### src/rtl/core/task_to_processor_dispatcher_defines.svh
// ----------------------------------------------------------------------------
// Task dispatcher assertion macros
// Concurrent check macros; they expect clk and rst in scope.
// ----------------------------------------------------------------------------
`ifndef TASK_TO_PROCESSOR_DISPATCHER_DEFINES_SVH
`define TASK_TO_PROCESSOR_DISPATCHER_DEFINES_SVH

`ifndef SYNTH
`define TTPD_ASSERT_IMP(lbl, a, b) \
  lbl: assert property (@(posedge clk) disable iff (rst) (a) |-> (b)) \
    else $error("ttpd check failed");
`define TTPD_ASSERT_NXT(lbl, a, b) \
  lbl: assert property (@(posedge clk) disable iff (rst) (a) |=> (b)) \
    else $error("ttpd check failed");
`else
`define TTPD_ASSERT_IMP(lbl, a, b)
`define TTPD_ASSERT_NXT(lbl, a, b)
`endif

`endif

### src/rtl/core/ttpd_pkg.sv
// ----------------------------------------------------------------------------
// ttpd_pkg
// Shared constants, codes and controller/datapath types of the dispatcher.
// ----------------------------------------------------------------------------
`default_nettype none

package ttpd_pkg;

  localparam int TASK_SLOTS = 64;
  localparam int PROCESSORS = 4;
  localparam int MAX_STARTS = 4;

  localparam int SLOT_W  = $clog2(TASK_SLOTS);
  localparam int CNT_W   = $clog2(TASK_SLOTS + 1);
  localparam int PROC_W  = 2;
  localparam int ID_W    = 7;
  localparam int CODE_W  = 3;
  localparam int OP_W    = 2;
  localparam int START_W = $clog2(MAX_STARTS + 1);

  typedef enum logic [OP_W-1:0] {
    OP_SUBMIT,
    OP_FINISH,
    OP_PROMOTE,
    OP_LOOKUP
  } op_t;

  typedef enum logic [CODE_W-1:0] {
    RC_STARTED,
    RC_QUEUED,
    RC_FULL,
    RC_FREED,
    RC_IDLE_PROC,
    RC_RUNNING,
    RC_NOT_RUNNING,
    RC_NONE_PROMOTED
  } code_t;

  typedef enum logic [1:0] {
    TS_UNUSED,
    TS_WAITING,
    TS_RUNNING,
    TS_FINISHED
  } tstat_t;

  typedef enum logic [2:0] {
    S_IDLE,
    S_SUBMIT,
    S_FINISH,
    S_LOOKUP,
    S_SCAN,
    S_FLUSH
  } state_t;

  typedef struct packed {
    logic load_in;
    logic rd_query;
    logic scan_clr;
    logic scan_adv;
    logic do_submit;
    logic do_finish;
    logic do_lookup;
    logic do_start;
    logic do_flush;
  } cmd_t;

  typedef struct packed {
    op_t  in_op;
    logic out_free;
    logic pend_valid;
    logic scan_in_range;
    logic scan_waiting;
    logic proc_free;
    logic start_max;
  } sts_t;

endpackage

`default_nettype wire

### src/rtl/core/ttpd_datapath.sv
// ----------------------------------------------------------------------------
// ttpd_datapath
// Task table memories, processor map, counters, promote scan pointer,
// held promote result and the output register.
// ----------------------------------------------------------------------------
`default_nettype none

module ttpd_datapath import ttpd_pkg::*; (
  input  logic              clk,
  input  logic              rst,
  input  cmd_t              cmd,
  output sts_t              sts,
  input  logic [OP_W-1:0]   in_opcode,
  input  logic [PROC_W-1:0] in_processor,
  input  logic [ID_W-1:0]   in_task_id,
  input  logic              out_ready,
  output logic              out_valid,
  output logic [CODE_W-1:0] out_code,
  output logic [ID_W-1:0]   out_task_id,
  output logic [PROC_W-1:0] out_processor,
  output logic              out_all_done,
  output logic              out_last
);

  logic [PROC_W-1:0] proc_q;
  logic [ID_W-1:0]   qid_q;

  tstat_t            status_mem [TASK_SLOTS];
  logic [PROC_W-1:0] tproc_mem  [TASK_SLOTS];
  tstat_t            rd_status;
  logic [PROC_W-1:0] rd_tproc;

  logic [CNT_W-1:0]    tasks_used;
  logic [CNT_W-1:0]    fin_cnt;
  logic [PROCESSORS-1:0] busy;
  logic [SLOT_W-1:0]   run_slot [PROCESSORS];
  logic [CNT_W-1:0]    scan_ptr;
  logic [CNT_W-1:0]    scan_ptr_next;
  logic [START_W-1:0]  start_cnt;
  logic                pend_valid;
  logic [ID_W-1:0]     pend_id;
  logic [PROC_W-1:0]   pend_proc;

  logic              free_found;
  logic [PROC_W-1:0] free_idx;
  logic              full;
  logic [SLOT_W-1:0] submit_slot;
  logic [SLOT_W-1:0] fin_slot;
  logic [SLOT_W-1:0] scan_slot;
  logic [ID_W-1:0]   query_id;
  logic [SLOT_W-1:0] rd_addr;
  logic              lookup_hit;

  logic              wr_en;
  logic              wr_tproc_en;
  logic [SLOT_W-1:0] wr_addr;
  tstat_t            wr_status;
  logic              used_inc;
  logic              fin_inc;
  logic              busy_set;
  logic              busy_clr;
  logic              pend_load;
  logic              emit;
  code_t             e_code;
  logic [ID_W-1:0]   e_id;
  logic [PROC_W-1:0] e_proc;
  logic              e_last;
  logic [CNT_W-1:0]  used_next;
  logic [CNT_W-1:0]  fin_next;

  always_comb begin
    free_found = 1'b0;
    free_idx   = '0;
    for (int i = PROCESSORS - 1; i >= 0; i--) begin
      if (!busy[i]) begin
        free_found = 1'b1;
        free_idx   = PROC_W'(i);
      end
    end
  end

  assign full          = (tasks_used == CNT_W'(TASK_SLOTS));
  assign submit_slot   = tasks_used[SLOT_W-1:0];
  assign fin_slot      = run_slot[proc_q];
  assign scan_slot     = scan_ptr[SLOT_W-1:0];
  assign scan_ptr_next = cmd.scan_clr ? '0 :
                         cmd.scan_adv ? scan_ptr + CNT_W'(1) : scan_ptr;
  assign query_id      = cmd.load_in ? in_task_id : qid_q;
  assign rd_addr       = cmd.rd_query ? SLOT_W'(query_id - ID_W'(1))
                                      : scan_ptr_next[SLOT_W-1:0];
  assign lookup_hit    = (qid_q != '0) && (qid_q <= ID_W'(tasks_used)) &&
                         (rd_status == TS_RUNNING);

  always_comb begin
    wr_en       = 1'b0;
    wr_tproc_en = 1'b0;
    wr_addr     = submit_slot;
    wr_status   = TS_RUNNING;
    used_inc    = 1'b0;
    fin_inc     = 1'b0;
    busy_set    = 1'b0;
    busy_clr    = 1'b0;
    pend_load   = 1'b0;
    emit        = 1'b0;
    e_code      = RC_STARTED;
    e_id        = '0;
    e_proc      = '0;
    e_last      = 1'b1;
    priority if (cmd.do_submit) begin
      emit = 1'b1;
      if (full) begin
        e_code = RC_FULL;
      end else begin
        used_inc = 1'b1;
        wr_en    = 1'b1;
        e_id     = ID_W'(submit_slot) + ID_W'(1);
        if (free_found) begin
          wr_tproc_en = 1'b1;
          busy_set    = 1'b1;
          e_proc      = free_idx;
        end else begin
          wr_status = TS_WAITING;
          e_code    = RC_QUEUED;
        end
      end
    end else if (cmd.do_finish) begin
      emit   = 1'b1;
      e_proc = proc_q;
      if (!busy[proc_q]) begin
        e_code = RC_IDLE_PROC;
      end else begin
        wr_en     = 1'b1;
        wr_addr   = fin_slot;
        wr_status = TS_FINISHED;
        busy_clr  = 1'b1;
        fin_inc   = 1'b1;
        e_code    = RC_FREED;
        e_id      = ID_W'(fin_slot) + ID_W'(1);
      end
    end else if (cmd.do_lookup) begin
      emit = 1'b1;
      e_id = qid_q;
      if (lookup_hit) begin
        e_code = RC_RUNNING;
        e_proc = rd_tproc;
      end else begin
        e_code = RC_NOT_RUNNING;
      end
    end else if (cmd.do_start) begin
      wr_en       = 1'b1;
      wr_tproc_en = 1'b1;
      wr_addr     = scan_slot;
      busy_set    = 1'b1;
      pend_load   = 1'b1;
      emit        = pend_valid;
      e_id        = pend_id;
      e_proc      = pend_proc;
      e_last      = 1'b0;
    end else if (cmd.do_flush) begin
      emit = 1'b1;
      if (pend_valid) begin
        e_id   = pend_id;
        e_proc = pend_proc;
      end else begin
        e_code = RC_NONE_PROMOTED;
      end
    end
  end

  assign used_next = tasks_used + CNT_W'(used_inc);
  assign fin_next  = fin_cnt + CNT_W'(fin_inc);

  always_ff @(posedge clk) begin
    if (wr_en) status_mem[wr_addr] <= wr_status;
    if (wr_tproc_en) tproc_mem[wr_addr] <= free_idx;
    rd_status <= status_mem[rd_addr];
    rd_tproc  <= tproc_mem[rd_addr];
  end

  always_ff @(posedge clk) begin
    if (cmd.load_in) begin
      proc_q <= in_processor;
      qid_q  <= in_task_id;
    end
    if (busy_set) run_slot[free_idx] <= wr_addr;
    if (pend_load) begin
      pend_id   <= ID_W'(scan_slot) + ID_W'(1);
      pend_proc <= free_idx;
    end
    if (emit) begin
      out_code      <= e_code;
      out_task_id   <= e_id;
      out_processor <= e_proc;
      out_all_done  <= (fin_next == used_next);
      out_last      <= e_last;
    end
  end

  always_ff @(posedge clk) begin
    if (rst) begin
      tasks_used <= '0;
      fin_cnt    <= '0;
      busy       <= '0;
      scan_ptr   <= '0;
      start_cnt  <= '0;
      pend_valid <= 1'b0;
      out_valid  <= 1'b0;
    end else begin
      tasks_used <= used_next;
      fin_cnt    <= fin_next;
      scan_ptr   <= scan_ptr_next;
      if (busy_set) busy[free_idx] <= 1'b1;
      if (busy_clr) busy[proc_q] <= 1'b0;
      if (cmd.load_in) begin
        start_cnt  <= '0;
        pend_valid <= 1'b0;
      end else if (pend_load) begin
        start_cnt  <= start_cnt + START_W'(1);
        pend_valid <= 1'b1;
      end else if (cmd.do_flush) begin
        pend_valid <= 1'b0;
      end
      if (emit) begin
        out_valid <= 1'b1;
      end else if (out_ready) begin
        out_valid <= 1'b0;
      end
    end
  end

  assign sts.in_op         = op_t'(in_opcode);
  assign sts.out_free      = !out_valid || out_ready;
  assign sts.pend_valid    = pend_valid;
  assign sts.scan_in_range = (scan_ptr < tasks_used);
  assign sts.scan_waiting  = (rd_status == TS_WAITING);
  assign sts.proc_free     = free_found;
  assign sts.start_max     = (start_cnt == START_W'(MAX_STARTS));

endmodule

`default_nettype wire

### config.mk
export PLATFORM = sky130hd
export DESIGN_NAME = ttpd_datapath
export DESIGN_NICKNAME = d
export VERILOG_FILES = /design/src/rtl/core/task_to_processor_dispatcher_defines.svh /design/src/rtl/core/ttpd_pkg.sv /design/src/rtl/core/ttpd_datapath.sv
export SDC_FILE = /design/constraint.sdc
export NUM_CORES = 1
export LEC_CHECK = 0
export BUFFER_PORTS_ARGS = -buffer_cell sky130_fd_sc_hd__buf_2
export CORE_MARGIN = 2
export CORE_UTILIZATION = 40
export CTS_CLUSTER_DIAMETER = 50
export CTS_CLUSTER_SIZE = 10
export DETAILED_ROUTE_END_ITERATION = 12
export PLACE_DENSITY = 0.57
export SKIP_LAST_GASP = 1
export SLEW_MARGIN = 20
export SYNTH_ARGS = -nofsm -noshare
export SYNTH_HDL_FRONTEND = slang
export SYNTH_SLANG_ARGS = --single-unit
### constraint.sdc
create_clock -name clk -period 12.95 [get_ports clk]
set_input_delay 1.295 -clock clk [delete_from_list [all_inputs] [get_ports clk]]
set_output_delay 1.295 -clock clk [all_outputs]
set_load 0.005 [all_outputs]
==> summary.md <==
| Metric | Value |
|---|---|
| Crit-path most repeated cell | buf_4 |
| Setup CP Type | in2reg |
| Fin crit share | roughly 38% |
| Worst path cell trace | buf_2, mux2i_4, ha_1, nand2b_1, o21ai_4, buf_4, buf_4, mux2i_1, a221oi_1, a21oi_1, o22ai_1, or4_1 |
| #FFs+latches synth | 348 |
| Worst-Skew Late Latency | 0.54 ns |
| DPL Wire Length | ~23 mm |
| GPL Wtd Cong | roughly 0.85 |
| Buffer count from post-CTS setup fixing | 0 |
| Routed vias/inst | around 5.5 |
| Syn avg cell area | 12.45 um2 |
| Initial antenna violation count | 0 |
| Fin Clk Skew | between 0.02 and 0.025 ns |
| Nets@finish | 1299 |
| Req. time, crit path | about 13 ns |
| Max Slew Vio Count | 0 |
| CTS tree | done |
| HP Class | reg2reg |
| Post-cts resize count | 0 |
| Arr. time, crit path | 5.29 ns |
| Leakage power | slightly below 6 nW |
| Syn_nets | between 1000 and 1500 |
| Ant. Diodes | 0 |
| Critical path endpoint category | register |
| Final setup fails | 0 |
| Syn. warnings | 0 |
| Setup TNS | 0 ns |
| Syn Std Cell Area | 0.01525 mm2 |
| Post-route ant nets | 0 |
| DR iter-0 viols | between 900 and 1000 |
| Largest stage delay on the critical path | roughly 0.62 ns |
| Sequential-to-total area share from yosys stat | between 60% and 70% |
| Outcome | completed |
| Worst-path clk slew | approximately 0.05 ns |
| CTS Sinks | approximately 350 |
| RSZ-0062 raised after global routing | no |
| Buf/Inv on CP | 3 |
| Util after Layout | 45.77% |
| WL/cell | roughly 21 um |
| Slowest CP cell | buf_4 |
| Yosys cell types | 63 |
| Total Wirelength | about 38 mm |
| Vias | approximately 10000 |
| Async SR Flop Fraction | 0% |
| Maximum fanout along the worst path | a little over 50 |
| Core area | between 0.03 and 0.04 mm2 |
| Top_reg_cell synth | edfxtp_1 |
| Port bufs | 41 |
| Hold buffers post-CTS | 0 |
| Share of layout cells above drive strength 1 | 12.06% |
| Clk buf depth | 3 |
| Number of global-route vias before repair | between 9000 and 10000 |
| Pwr dens | ~150 mW/mm2 |
| Final hold vios | 0 |
| First-pass GRT wire length | around 57 mm |
| Row count | slightly above 70 |
| Post-synth EDFFs | between 300 and 400 |
| Max VDD drop | 0.09663 mV |
| Clock root cell | clkbuf_16 |
| Startpoint types | input pin |
| FMAX | 204.6 MHz |
| GR Util All Layers | around a fifth |
| Min Tclk post-route | between 4 and 5 ns |
| Starting Density | 40.59% |
| Max-slew headroom | about 23% |
| Area Growth Syn to Fin | 12.76% |
| Chip Width | roughly 200 um |
| Die Y | around 200 um |
| Die ar. | roughly 0.040 mm2 |
| DR pass1 iterations | 5 |
| H-Tree Level Count | 2 |
| Inserted Clock Buffers | 43 |
| Global route total overflow | 0 |
| Mapped Cells | 1225 |
| Total of max-cap violations | 0 |
| DRC Markers | 0 |
| Largest net degree at the start of global routing | 77 |
| Cell class contributing the biggest share of worst-path delay | buffers and inverters |
| I/O Pins | 46 |
| Worst-Margin Slew | ~1.1 ns |
==> worst min-delay path, cell delays in order (launching register included) <==
cell and delay, ns:
dfxtp_1 0.32, xor2_1 0.09, nor2_1 0.08
==> metrics by stage <==
stage          instances  hold slack, ns  instance area (um2)  power (W)  setup WS, ns
3_3_place_gp        1718          0.5004                15930   0.001549         7.641
4_1_cts             1788          0.5225                17200   0.002625         8.087
3_5_place_dp        1718          0.5045                15940   0.001551         7.546
5_1_grt             1788          0.5519                17200   0.002698         7.829
2_1_floorplan       1225          0.4855                15250   0.001455         8.616
6_report            1788          0.5171                17200   0.002601         8.062
==> cells in the mapped netlist (all sizes together) (4+ instances only) <==
cell type / n / area share (%)
or4: 5 / 0.25
a21oi: 119 / 3.9
o221ai: 5 / 0.29
clkbuf: 44 / 1.1
nor2b: 13 / 0.53
mux4: 13 / 1.9
and2: 5 / 0.21
a211oi: 4 / 0.20
dfxtp: 42 / 5.5
nor3b: 6 / 0.30
xor2: 13 / 0.75
edfxtp: 306 / 60
and3: 5 / 0.21
or2: 5 / 0.21
nor2: 164 / 4.0
nand4: 6 / 0.25
o21ai: 8 / 0.26
a32oi: 13 / 0.80
a221o: 4 / 0.26
ha: 24 / 2.0
o22ai: 13 / 0.53
mux2i: 30 / 2.1
a221oi: 31 / 1.8
nor4: 6 / 0.25
xnor2: 23 / 1.3
a21o: 15 / 0.74
a22oi: 21 / 1.0
mux2: 9 / 0.66
nand3: 25 / 0.82
buf: 28 / 1.0
inv: 25 / 0.62
nand2: 146 / 3.7
nand2b: 10 / 0.41
nor3: 14 / 0.46
==> cell usage in the layout, fill, tap and decap left out, types with 13 or more instances in the layout <==
cell type / netlist / final
inv_1: 23 / 23
clkbuf_16: 0 / 44
nor2_1: 164 / 164
a221oi_1: 30 / 30
ha_1: 24 / 24
edfxtp_1: 306 / 306
nand2_1: 144 / 143
mux4_2: 13 / 13
a21oi_1: 119 / 118
o22ai_1: 13 / 13
buf_2: 14 / 41
a21o_1: 15 / 15
dfxtp_1: 42 / 42
xor2_1: 13 / 13
xnor2_1: 23 / 23
mux2i_1: 29 / 29
nor2b_1: 13 / 13
clkbuf_1: 44 / 14
a22oi_1: 21 / 20
buf_4: 4 / 13
nand3_1: 25 / 24
nor3_1: 14 / 14
==> where the power goes <==
group,internal (W),total (W),switching [W]
Sequential,0.00124,0.00126,0.0000188
Combinational,0.0000902,0.000269,0.000179
Clock,0.000637,0.00107,0.000436
Total,0.00197,0.00260,0.000633
==> routing by layer <==
| metal | part of all wire, % | global-route usage [%] |
|---|---|---|
| met5 | 0 | 0 |
| met1 | 43 | 25.23 |
| met2 | 48 | 31.94 |
| met3 | 5.8 | 3.359 |
| met4 | 2.5 | 6.412 |
==> final timing paths <==
check | from | endpoint | slack [ns] | cells past startpoint
max | cmd[8] | rd_tproc[1] | 8.06 | 12
min | fin_cnt[6] | fin_cnt[6] | 0.52 | 2
max reg2reg | proc_q[0] | status_mem[37][0] | 8.52 | 9
min reg2reg | fin_cnt[6] | fin_cnt[6] | 0.52 | 2
==> cells by family (layout without fill, tap and decap cells) <==
logic type,Yosys count,after routing,synth area share [%]
AO/OA/AOI/OAI,253,253,10.98
XOR/XNOR,36,36,2.067
adder cells (fa/ha/maj),24,24,1.969
buffers and inverters,97,149,2.699
flip-flops,348,348,65.76
multiplexers,52,52,4.635
AND/OR/NAND/NOR,415,415,11.90
==> final cells by class <==
class | count | area, um2
Inverter | 25 | 93.84
Clock inverter | 9 | 63.81
Timing Repair Buffer | 54 | 302.8
Fill cell | 3390 | 20380
Clock buffer | 61 | 1195
Sequential cell | 348 | 10030
Tap cell | 511 | 639.4
Multi-Input combinational cell | 780 | 4873
==> sequential cells by signal, summed over array words and instances (netlist names), 2 cells and up, named ones only <==
register       cells
qid_q              7
proc_q             2
rd_status          2
start_cnt          3
rd_tproc           2
scan_ptr           7
out_task_id        7
tasks_used         7
out_code           3
status_mem       128
fin_cnt            7
run_slot          24
pend_proc          2
pend_id            7
busy               4
tproc_mem        128
out_processor      2
(Power assumes the default switching activity.)
