<file path="src/rtl/core/task_to_processor_dispatcher_defines.svh">
// ----------------------------------------------------------------------------
// Task dispatcher assertion macros
// Concurrent check macros; they expect clk and rst in scope.
// ----------------------------------------------------------------------------
`ifndef TASK_TO_PROCESSOR_DISPATCHER_DEFINES_SVH
`define TASK_TO_PROCESSOR_DISPATCHER_DEFINES_SVH

`ifndef SYNTH
`define TTPD_ASSERT_IMP(lbl, a, b) \
  lbl: assert property (@(posedge clk) disable iff (rst) (a) |-> (b)) \
    else $error("ttpd check failed");
`define TTPD_ASSERT_NXT(lbl, a, b) \
  lbl: assert property (@(posedge clk) disable iff (rst) (a) |=> (b)) \
    else $error("ttpd check failed");
`else
`define TTPD_ASSERT_IMP(lbl, a, b)
`define TTPD_ASSERT_NXT(lbl, a, b)
`endif

`endif

</file>
<file path="src/rtl/core/ttpd_pkg.sv">
// ----------------------------------------------------------------------------
// ttpd_pkg
// Shared constants, codes and controller/datapath types of the dispatcher.
// ----------------------------------------------------------------------------
`default_nettype none

package ttpd_pkg;

  localparam int TASK_SLOTS = 64;
  localparam int PROCESSORS = 4;
  localparam int MAX_STARTS = 4;

  localparam int SLOT_W  = $clog2(TASK_SLOTS);
  localparam int CNT_W   = $clog2(TASK_SLOTS + 1);
  localparam int PROC_W  = 2;
  localparam int ID_W    = 7;
  localparam int CODE_W  = 3;
  localparam int OP_W    = 2;
  localparam int START_W = $clog2(MAX_STARTS + 1);

  typedef enum logic [OP_W-1:0] {
    OP_SUBMIT,
    OP_FINISH,
    OP_PROMOTE,
    OP_LOOKUP
  } op_t;

  typedef enum logic [CODE_W-1:0] {
    RC_STARTED,
    RC_QUEUED,
    RC_FULL,
    RC_FREED,
    RC_IDLE_PROC,
    RC_RUNNING,
    RC_NOT_RUNNING,
    RC_NONE_PROMOTED
  } code_t;

  typedef enum logic [1:0] {
    TS_UNUSED,
    TS_WAITING,
    TS_RUNNING,
    TS_FINISHED
  } tstat_t;

  typedef enum logic [2:0] {
    S_IDLE,
    S_SUBMIT,
    S_FINISH,
    S_LOOKUP,
    S_SCAN,
    S_FLUSH
  } state_t;

  typedef struct packed {
    logic load_in;
    logic rd_query;
    logic scan_clr;
    logic scan_adv;
    logic do_submit;
    logic do_finish;
    logic do_lookup;
    logic do_start;
    logic do_flush;
  } cmd_t;

  typedef struct packed {
    op_t  in_op;
    logic out_free;
    logic pend_valid;
    logic scan_in_range;
    logic scan_waiting;
    logic proc_free;
    logic start_max;
  } sts_t;

endpackage

`default_nettype wire

</file>
<file path="src/rtl/core/ttpd_ctrl.sv">
// ----------------------------------------------------------------------------
// ttpd_ctrl
// Sequencer: takes an event, runs its operation or the promote scan, and
// paces result beats against the output register.
// ----------------------------------------------------------------------------
`default_nettype none

module ttpd_ctrl import ttpd_pkg::*; (
  input  logic clk,
  input  logic rst,
  input  logic in_valid,
  output logic in_ready,
  input  sts_t sts,
  output cmd_t cmd
);

  state_t state;
  state_t state_next;
  logic   scan_go;

  assign scan_go = sts.scan_in_range && sts.proc_free && !sts.start_max;

  always_ff @(posedge clk) begin
    if (rst) begin
      state <= S_IDLE;
    end else begin
      state <= state_next;
    end
  end

  always_comb begin
    state_next = state;
    unique case (state)
      S_IDLE: begin
        if (in_valid) begin
          unique case (sts.in_op)
            OP_SUBMIT:  state_next = S_SUBMIT;
            OP_FINISH:  state_next = S_FINISH;
            OP_PROMOTE: state_next = S_SCAN;
            OP_LOOKUP:  state_next = S_LOOKUP;
            default:    state_next = S_IDLE;
          endcase
        end
      end
      S_SUBMIT, S_FINISH, S_LOOKUP, S_FLUSH: begin
        if (sts.out_free) state_next = S_IDLE;
      end
      S_SCAN: begin
        if (!scan_go) state_next = S_FLUSH;
      end
      default: state_next = S_IDLE;
    endcase
  end

  always_comb begin
    cmd      = '0;
    in_ready = 1'b0;
    unique case (state)
      S_IDLE: begin
        in_ready     = 1'b1;
        cmd.load_in  = in_valid;
        cmd.scan_clr = 1'b1;
        cmd.rd_query = (sts.in_op == OP_LOOKUP);
      end
      S_SUBMIT: cmd.do_submit = sts.out_free;
      S_FINISH: cmd.do_finish = sts.out_free;
      S_LOOKUP: begin
        cmd.rd_query  = 1'b1;
        cmd.do_lookup = sts.out_free;
      end
      S_SCAN: begin
        if (scan_go) begin
          if (sts.scan_waiting) begin
            if (!sts.pend_valid || sts.out_free) begin
              cmd.do_start = 1'b1;
              cmd.scan_adv = 1'b1;
            end
          end else begin
            cmd.scan_adv = 1'b1;
          end
        end
      end
      S_FLUSH: cmd.do_flush = sts.out_free;
      default: cmd = '0;
    endcase
  end

endmodule

`default_nettype wire

</file>
<file path="config.mk">
export PLATFORM = sky130hd
export DESIGN_NAME = ttpd_ctrl
export DESIGN_NICKNAME = d
export VERILOG_FILES = /design/src/rtl/core/task_to_processor_dispatcher_defines.svh /design/src/rtl/core/ttpd_pkg.sv /design/src/rtl/core/ttpd_ctrl.sv
export SDC_FILE = /design/constraint.sdc
export NUM_CORES = 1
export LEC_CHECK = 0
export BUFFER_PORTS_ARGS = -buffer_cell sky130_fd_sc_hd__buf_2
export CAP_MARGIN = 10
export CELL_PAD_IN_SITES_DETAIL_PLACEMENT = 0
export CELL_PAD_IN_SITES_GLOBAL_PLACEMENT = 1
export CORE_AREA = 2 2 42 44
export DETAILED_ROUTE_END_ITERATION = 12
export DIE_AREA = 0 0 44 46
export PLACE_DENSITY = 0.71
export SLEW_MARGIN = 5
export SYNTH_ARGS = -nofsm -noshare
export SYNTH_HDL_FRONTEND = slang
export SYNTH_SLANG_ARGS = --single-unit
</file>
<file path="constraint.sdc">
create_clock -name clk -period 3.65 [get_ports clk]
set_input_delay 0.365 -clock clk [delete_from_list [all_inputs] [get_ports clk]]
set_output_delay 0.365 -clock clk [all_outputs]
set_load 0.01 [all_outputs]
</file>
==> results of run 1 <==
-- through the flow --
step / instance area [µm²] / power, mW / util / worst slack [ns] / instances
4_1_cts: 489 / 0.196 / 0.303 / 1.80 / 81
6_report: 489 / 0.192 / 0.303 / 1.82 / 81
5_1_grt: 489 / 0.205 / 0.303 / 1.68 / 81
3_5_place_dp: 463 / 0.135 / 0.287 / 2.05 / 77
3_3_place_gp: 463 / 0.134 / 0.287 / 2.08 / 77
2_1_floorplan: 369 / 0.116 / - / 2.17 / 44
-- cell type report --
type                            count  area [µm²]
Multi-Input combinational cell     33         267
Clock buffer                        4        26.3
Tap cell                           17        21.3
Inverter                            4        15.0
Sequential cell                     3        60.1
Fill cell                         188        1120
Timing Repair Buffer               20         100
-- kinds of logic after synthesis --
family | after synthesis | share of synthesized area
AO/OA/AOI/OAI | 7 | 0.173
adder cells (fa/ha/maj) | 4 | 0.136
buffers and inverters | 8 | 0.115
flip-flops | 3 | 0.163
multiplexers | 2 | 0.0678
AND/OR/NAND/NOR | 20 | 0.346
-- worst min path at each step --
stage,endpoint,cells past startpoint
floorplan,state[2],1
global placement,state[1],2
detailed placement,state[2],2
CTS,state[2],2
global route,state[2],2
finish,state[2],2
-- worst reg2reg max path: stages, from the launching register on --
cell and delay [ns]:
dfxtp_1 0.39, or2_4 0.30, o311ai_4 0.34, mux2_4 0.33
-- placed cells by master, fill, tap and decap left out --
cell type	n
nor3_1	2
clkbuf_4	3
nor2_1	3
or2_4	1
nor2b_1	2
nand2_1	4
o21ai_1	1
mux2_4	1
o211ai_1	1
a21oi_1	1
ha_1	4
buf_2	20
nor4bb_1	1
nor4b_1	2
a211oi_1	1
dfxtp_1	3
clkbuf_1	1
and2_1	1
inv_1	4
o311ai_4	1
a31oi_1	2
nand2b_1	1
mux2i_1	1
and4b_1	3
-- per-layer routing --
| layer | vias up | routed length, µm | global-route usage | part of all wire |
|---|---|---|---|---|
| met5 | - | 0 | 0 | 0 |
| met3 | 0 | 26 | 0 | 0.029 |
| li1 | 197 | - | - | - |
| met2 | 8 | 511 | 0.165 | 0.57 |
| met4 | 0 | 0 | 0.0545 | 0 |
| met1 | 176 | 358 | 0.0979 | 0.40 |
-- power groups by stage --
| stage | combinational, mW | sequential (mW) | clock, mW |
|---|---|---|---|
| 2_1_floorplan | 0.0764 | 0.0398 | 0 |
| 3_3_place_gp | 0.0842 | 0.0502 | 0 |
| 3_5_place_dp | 0.0846 | 0.0507 | 0 |
| 5_1_grt | 0.0907 | 0.0520 | 0.0625 |
| 4_1_cts | 0.0846 | 0.0503 | 0.0615 |
| 6_report | 0.0829 | 0.0502 | 0.0584 |
==> results by group, run 1 <==
Critical path
  • Cell family with most CP delay: flip-flops
  • Worst-case reg-to-reg path depth: 3
  • Critical path arrival: 1.46 ns
  • Worst EP required: around 3.3 ns
  • Maximum fanout along the worst path: 11
  • Reg2reg setup slack: 2.18 ns
  • CP startpoint kind: flip-flop
  • Critical Path Max Stage Delay: 0.50 ns
  • Critical Path Source: state[2]
  • Crit-path slowest cell: dfxtp_1
  • CP Cell Sequence: and4b_1, nand2_1, a211oi_1, buf_2
  • RR Endpoint: state[0]
  • Endpoint type of the worst setup path: output pin
  • Critical path depth in cells: 4
  • Crit path kind: reg -> out
  • FF-to-FF Start: state[0]
  • End point of the critical path: cmd[1]
  • Buffers and inverters on the worst path: 1

Drt
  • Routed vias/inst: approximately 4.7
  • Vias: around 380
  • # DRC: 0
  • Initial DRT Pass Iterations: 4
  • DRT antenna net count: 0
  • Routed WL per cell: approximately 11 µm
  • Final WL: 895 µm
  • DRT iter0 DRCs: 4

Timing
  • Hold Vio Cnt, Final: 0
  • RSZ-0062 raised after global routing: no
  • Count of final max-slew check failures: 0
  • Slew @ Worst Pin: 0.368 ns
  • # setup viols final: 0
  • Clk_skew: around 0.00075 ns
  • Fin crit period: 1.83 ns
  • Setup TNS: 0 ns
  • F_max: ~0.55 GHz
  • Fin Hold WS: 0.382 ns
  • Period utilisation layout: 0.501
  • Headroom to the max-slew limit: 0.752

Clocking
  • CTS H-tree lvls: 1
  • Post-CTS Resized: 0
  • Worst-case clock buffer depth: 2
  • Clk_lat worst skew: about 0.23 ns
  • Clock sinks: 3
  • Clk root buf: clkbuf_4
  • Clock transition at path regs: around 0.040 ns
  • Quantity of hold-fixing buffers added after cts: 0
  • Setup bufs post-CTS: 0
  • TritonCTS clock tree: yes
  • CTS Buf Count: 3

Power and ir drop
  • Logic pwr share: 0.433
  • Int Power: 0.122 mW
  • Clk pwr share: 0.305
  • Sequential group share of total power: 0.262
  • Net Switching: 0.0694 mW
  • Max VDD drop: roughly 0.00013 V
  • Power Density: roughly 390 nW/µm²
  • Sw Share: 0.362
  • Leak pwr: 0.257 nW

Worst hold path
  • Hold crit path type: in -> reg
  • Min-Delay Startpoint: rst

Yosys
  • Post-synth EDFFs: 0
  • FFs w/ async S/R, synth: 0
  • Synth area leaders: dfxtp_1 (16%), ha_1 (14%), and4b_1 (8.1%)
  • Synth Warn #: 0
  • Cells after Synth: 44
  • Syn_nets: 59
  • Top_reg_cell synth: dfxtp_1
  • Distinct cells, synth: 25
  • Avg Synthesized Cell Area: about 8.4 µm²
  • Largest area contributor in the netlist: dfxtp_1
  • Mapped cell area: between 300 and 400 µm²
  • Synth top area share: 0.163
  • Synth top cells by count: ha_1 (4), inv_1 (4), nand2_1 (4)
  • #FFs+latches synth: 3
  • Sequential area share after synthesis: 0.163

Floorplanning
  • Row count: 15
  • IO Pins: 21
  • Die Y: ~46 µm
  • Initial core utilization: 0.229
  • Die area: 2020 µm²
  • Die width: 44 µm
  • Core area: 1610 µm²

Global routing
  • First-pass GRT wire length: 1.33 mm
  • Total Routing Usage GR: 0.0876
  • Global route overflow: 0
  • Largest net degree at the start of global routing: 12
  • Vias in the first global route: ~350
  • Initial antenna violation count: 0

Cells and area
  • Max FFs per register: 3
  • N_diodes: 0
  • Final #Nets: 80
  • Largest regs: state (3)
  • Area growth, synth to finish: 32.5%
  • Layout cells sized above 1: 0.406
  • Largest register by flop count: state

Flow run
  • Number of max-cap violations: 0

Placement
  • Dpl hpwl: 732 µm
  • Port Buffers: 20
  • Gpl congestion: roughly 0.7

Run status
  • Status: completed
No activity file was read; power rests on OpenSTA's default activity.
==> inputs of run 2 (changes only) <==
- clock period: 3.65 -> 1.9 ns (I/O delays scaled with it)
==> results by group, run 2 (synthesis results as in run 1) <==
Run status
  • Status: completed

Critical path
  • Maximum fanout along the worst path: 11
  • Critical path arrival: 1.49 ns
  • Crit path kind: reg -> out
  • Worst EP required: 1.71 ns
  • Endpoint type of the worst setup path: output pin
  • CP startpoint kind: flip-flop

Placement
  • Place WS: 0.440 ns
  • Port Buffers: 20
  • Dpl hpwl: between 600 and 700 µm
  • Gpl congestion: 0.768
  • Placed cell area: 463 µm²
  • Placed insts: 77

Clocking
  • TritonCTS clock tree: yes
  • CTS H-tree lvls: 1
  • Clk_lat worst skew: 0.23 ns
  • Clock transition at path regs: 0.03 ns
  • Setup bufs post-CTS: 0
  • Post-CTS Resized: 0
  • Clock sinks: 3
  • Clk root buf: clkbuf_4
  • Worst-case clock buffer depth: 2
  • Quantity of hold-fixing buffers added after cts: 0
  • CTS Buf Count: 3

Power and ir drop
  • Clk pwr share: 0.302
  • Net Switching: 0.127 mW
  • Leak pwr: between 0.2 and 0.3 nW
  • Sw Share: 0.352
  • Max VDD drop: 0.000155 V
  • Logic pwr share: 0.435
  • Power Density: 740 nW/µm²
  • Sequential group share of total power: 0.263
  • Int Power: approximately 0.23 mW
  • PnR Total Power: roughly 0.36 mW

Drt
  • DRT antenna net count: 0
  • Routed WL per cell: approximately 10 µm
  • Routed vias/inst: 4.64
  • Initial DRT Pass Iterations: 3
  • # DRC: 0
  • Vias: between 300 and 400
  • DRT iter0 DRCs: 3
  • Final WL: just over 800 µm

Timing
  • Fin crit period: 1.68 ns
  • RSZ-0062 raised after global routing: no
  • Headroom to the max-slew limit: 0.745
  • Clk_skew: 0.0000747 ns
  • Period utilisation layout: 0.885
  • F_max: around 0.59 GHz
  • Count of final max-slew check failures: 0
  • # setup viols final: 0
  • Slew @ Worst Pin: 0.379 ns
  • Hold Vio Cnt, Final: 0
  • Setup TNS: 0 ns
  • Post-layout worst setup margin: around 0.22 ns

Cells and area
  • N_diodes: 0
  • Final #Nets: 80
  • Fin cells: 81
  • Final Cell Area: 489 µm²
  • Commonest cells after routing, fill and taps aside: buf_2 (20), inv_1 (4), nand2_1 (4), ha_1 (4)
  • Largest regs: state (3)
  • Area growth, synth to finish: 32.5%
  • Commonest non-fill, non-tap cell in the layout: buf_2
  • Max FFs per register: 3
  • Layout cells sized above 1: 0.406
  • Largest register by flop count: state

Worst hold path
  • Hold crit path type: in -> reg

Global routing
  • Initial antenna violation count: 0
  • Global route overflow: 0
  • Largest net degree at the start of global routing: 12
  • Vias in the first global route: 317
  • Total Routing Usage GR: 0.0820
  • First-pass GRT wire length: 1.16 mm

Floorplanning
  • Core area: 1610 µm²
  • Initial core utilization: 0.229
  • Die Y: 46 µm
  • IO Pins: 21
  • Die width: 44 µm
  • Die area: 2020 µm²
  • Row count: 15

Flow run
  • Number of max-cap violations: 0
## run 2: cell counts in the layout (fill, tap and decap cells not counted)
Identical to the previous run, type by type.
## run 2: metrics by stage
stage / utilization / hold WS [ns]
6_report: 0.303 / 0.189
5_1_grt: 0.303 / 0.198
4_1_cts: 0.303 / 0.186
3_5_place_dp: 0.287 / 0.430
3_3_place_gp: 0.287 / 0.437
2_1_floorplan: - / 0.266
## run 2: worst max-delay path: stages, from the launching register on
cell and delay, ns:
dfxtp_1 0.50, and4b_1 0.33, nand2_1 0.09, a211oi_1 0.17
buf_2 0.17
## run 2: power groups by stage
stage	Clock [mW]	Sequential (mW)	Combinational (mW)
final	0.109	0.0953	0.157
after global routing	0.119	0.0982	0.172
after CTS	0.114	0.0958	0.161
after detailed placement	0	0.0969	0.160
after global placement	0	0.0962	0.159
after floorplan	0	0.0764	0.147
## run 2: final timing paths
check | slack [ns] | to | startpoint | cells after the start
max | 0.22 | cmd[1] | state[2] | 4
min | 0.19 | state[2] | rst | 2
max reg2reg | 0.44 | state[0] | state[2] | 3
min reg2reg | 0.61 | state[1] | state[1] | 2
## run 2: per-layer routing
metal / vias to the layer above / wire, µm / track usage
met3: 2 / 31 / 0.0119
met4: 0 / 13 / 0.0909
met5: - / 0 / 0
li1: 195 / - / -
met2: 6 / 431 / 0.132
met1: 173 / 350 / 0.0864
## run 2: layout make-up
| type | instances | area (µm²) |
|---|---|---|
| Fill cell | 186 | 1120 |
| Multi-Input combinational cell | 33 | 267 |
| Tap cell | 17 | 21.3 |
| Sequential cell | 3 | 60.1 |
| Inverter | 4 | 15.0 |
| Timing Repair Buffer | 20 | 100 |
| Clock buffer | 4 | 26.3 |
==> inputs of run 3 (changes only) <==
- CORE_AREA: 2 2 42 44 -> 2 2 40 42
- DIE_AREA: 0 0 44 46 -> 0 0 42 44
- PLACE_DENSITY: 0.71 -> 0.76
==> results by group, run 3 (synthesis results as in run 1) <==
Power and ir drop
  • Leak pwr: approximately 0.26 nW
  • Max VDD drop: 0.000241 V
  • Power Density: between 700 and 800 nW/µm²
  • Clk pwr share: 0.302
  • Sequential group share of total power: 0.264
  • Sw Share: 0.360
  • Net Switching: 0.132 mW
  • PnR Total Power: 0.367 mW
  • Logic pwr share: 0.434
  • Int Power: around 0.23 mW

Placement
  • Place WS: 0.443 ns
  • Dpl hpwl: 674 µm
  • Placed cell area: ~460 µm²
  • Gpl congestion: 0.699
  • Placed insts: 76
  • Port Buffers: 20

Cells and area
  • Final Cell Area: between 400 and 500 µm²
  • Final #Nets: 80
  • Largest register by flop count: state
  • Fin cells: 80
  • Layout fillers: around 160
  • Commonest non-fill, non-tap cell in the layout: buf_2
  • Layout cells sized above 1: 0.406
  • Max FFs per register: 3
  • Largest regs: state (3)
  • Core Util, Final: 0.344
  • N_diodes: 0
  • Area growth, synth to finish: 32.2%
  • Commonest cells after routing, fill and taps aside: buf_2 (20), inv_1 (4), nand2_1 (4), ha_1 (4)

Worst hold path
  • Hold crit path type: in -> reg
  • Min-Delay Endpoint: state[2]
  • Min-Delay Startpoint: rst
  • Cells on Worst Hold Path: 2

Timing
  • F_max: 0.591 GHz
  • # setup viols final: 0
  • Setup TNS: 0 ns
  • RSZ-0062 raised after global routing: no
  • Period utilisation layout: 0.891
  • Hold Vio Cnt, Final: 0
  • Fin Hold WS: 0.187 ns
  • Slew @ Worst Pin: 0.430 ns
  • Post-layout worst setup margin: 0.208 ns
  • Headroom to the max-slew limit: 0.711
  • Fin crit period: roughly 1.7 ns
  • Clk_skew: 0.00213 ns
  • Count of final max-slew check failures: 0

Clocking
  • Clk root buf: clkbuf_4
  • Worst-case clock buffer depth: 2
  • Setup bufs post-CTS: 0
  • Quantity of hold-fixing buffers added after cts: 0
  • Clk_lat worst skew: about 0.23 ns
  • Clock transition at path regs: 0.04 ns
  • TritonCTS clock tree: yes
  • CTS H-tree lvls: 1
  • Clock sinks: 3
  • Post-CTS Resized: 0
  • CTS Buf Count: 3

Critical path
  • RR Endpoint: state[0]
  • Worst-case reg-to-reg path depth: 3
  • Crit path kind: reg -> out
  • Critical path arrival: 1.50 ns
  • CP Cell Sequence: and4b_1, nand2_1, a211oi_1, buf_2
  • Crit-path slowest cell: dfxtp_1
  • Reg2reg setup slack: around 0.43 ns
  • Worst EP required: between 1.5 and 2 ns
  • Critical Path Max Stage Delay: 0.52 ns
  • CP startpoint kind: flip-flop
  • FF-to-FF Start: state[2]
  • Maximum fanout along the worst path: 11
  • Endpoint type of the worst setup path: output pin

Global routing
  • Largest net degree at the start of global routing: 12
  • Global route overflow: 0
  • Busiest grt layer: met2
  • First-pass GRT wire length: 1.32 mm
  • Initial antenna violation count: 0
  • GRT met2 Usage: 0.134
  • Total Routing Usage GR: 0.0963
  • Met3 usage: 0.0542
  • Grt met1 use: 0.129
  • Vias in the first global route: 313

Floorplanning
  • Core area: 1420 µm²
  • Die width: 42 µm
  • Die Y: 44 µm
  • Initial core utilization: 0.260
  • Die area: 1850 µm²
  • Row count: 14
  • IO Pins: 21

Drt
  • Initial DRT Pass Iterations: 2
  • Vias: 368
  • Final WL: 842 µm
  • Routed WL per cell: between 10 and 15 µm
  • DRT iter0 DRCs: 6
  • DRT antenna net count: 0
  • Routed vias/inst: approximately 4.6
  • # DRC: 0

Run status
  • Status: completed

Flow run
  • Number of max-cap violations: 0
-- run 3: area by class of cell --
cell class              count  area [µm²]  share of cell area
multi-input cells          33         267               0.546
repair buffers             20         100               0.205
flip-flops and latches      3        60.1               0.123
clock buffers               4        26.3              0.0538
well taps                  16        20.0              0.0410
inverters                   4        15.0              0.0308
-- run 3: critical path: cells and delay by family (launching register included) --
kind	cells	cell delay, ns
flops	1	0.52
simple gates	2	0.42
compound gates	1	0.16
buf+inv	1	0.16
-- run 3: power by group through the flow --
stage	Clock, mW	Sequential (mW)	Combinational, mW
after floorplan	0	0.0764	0.147
after global placement	0	0.0954	0.160
after detailed placement	0	0.0961	0.162
after CTS	0.116	0.0960	0.162
after global routing	0.126	0.0993	0.173
final	0.111	0.0969	0.159
-- run 3: how the worst max path moves through the flow --
stage | slack (ns) | start | end
after global placement | 0.48 | state[2] | cmd[1]
after CTS | 0.22 | state[2] | cmd[1]
after floorplan | 0.49 | state[1] | state[0]
after detailed placement | 0.44 | state[0] | state[0]
after global routing | 0.07 | state[2] | cmd[1]
final | 0.21 | state[2] | cmd[1]
-- run 3: layer usage --
metal	vias to the layer above	part of all wire
li1	196	-
met1	158	0.52
met2	14	0.40
met3	0	0.077
met4	0	0
met5	-	0
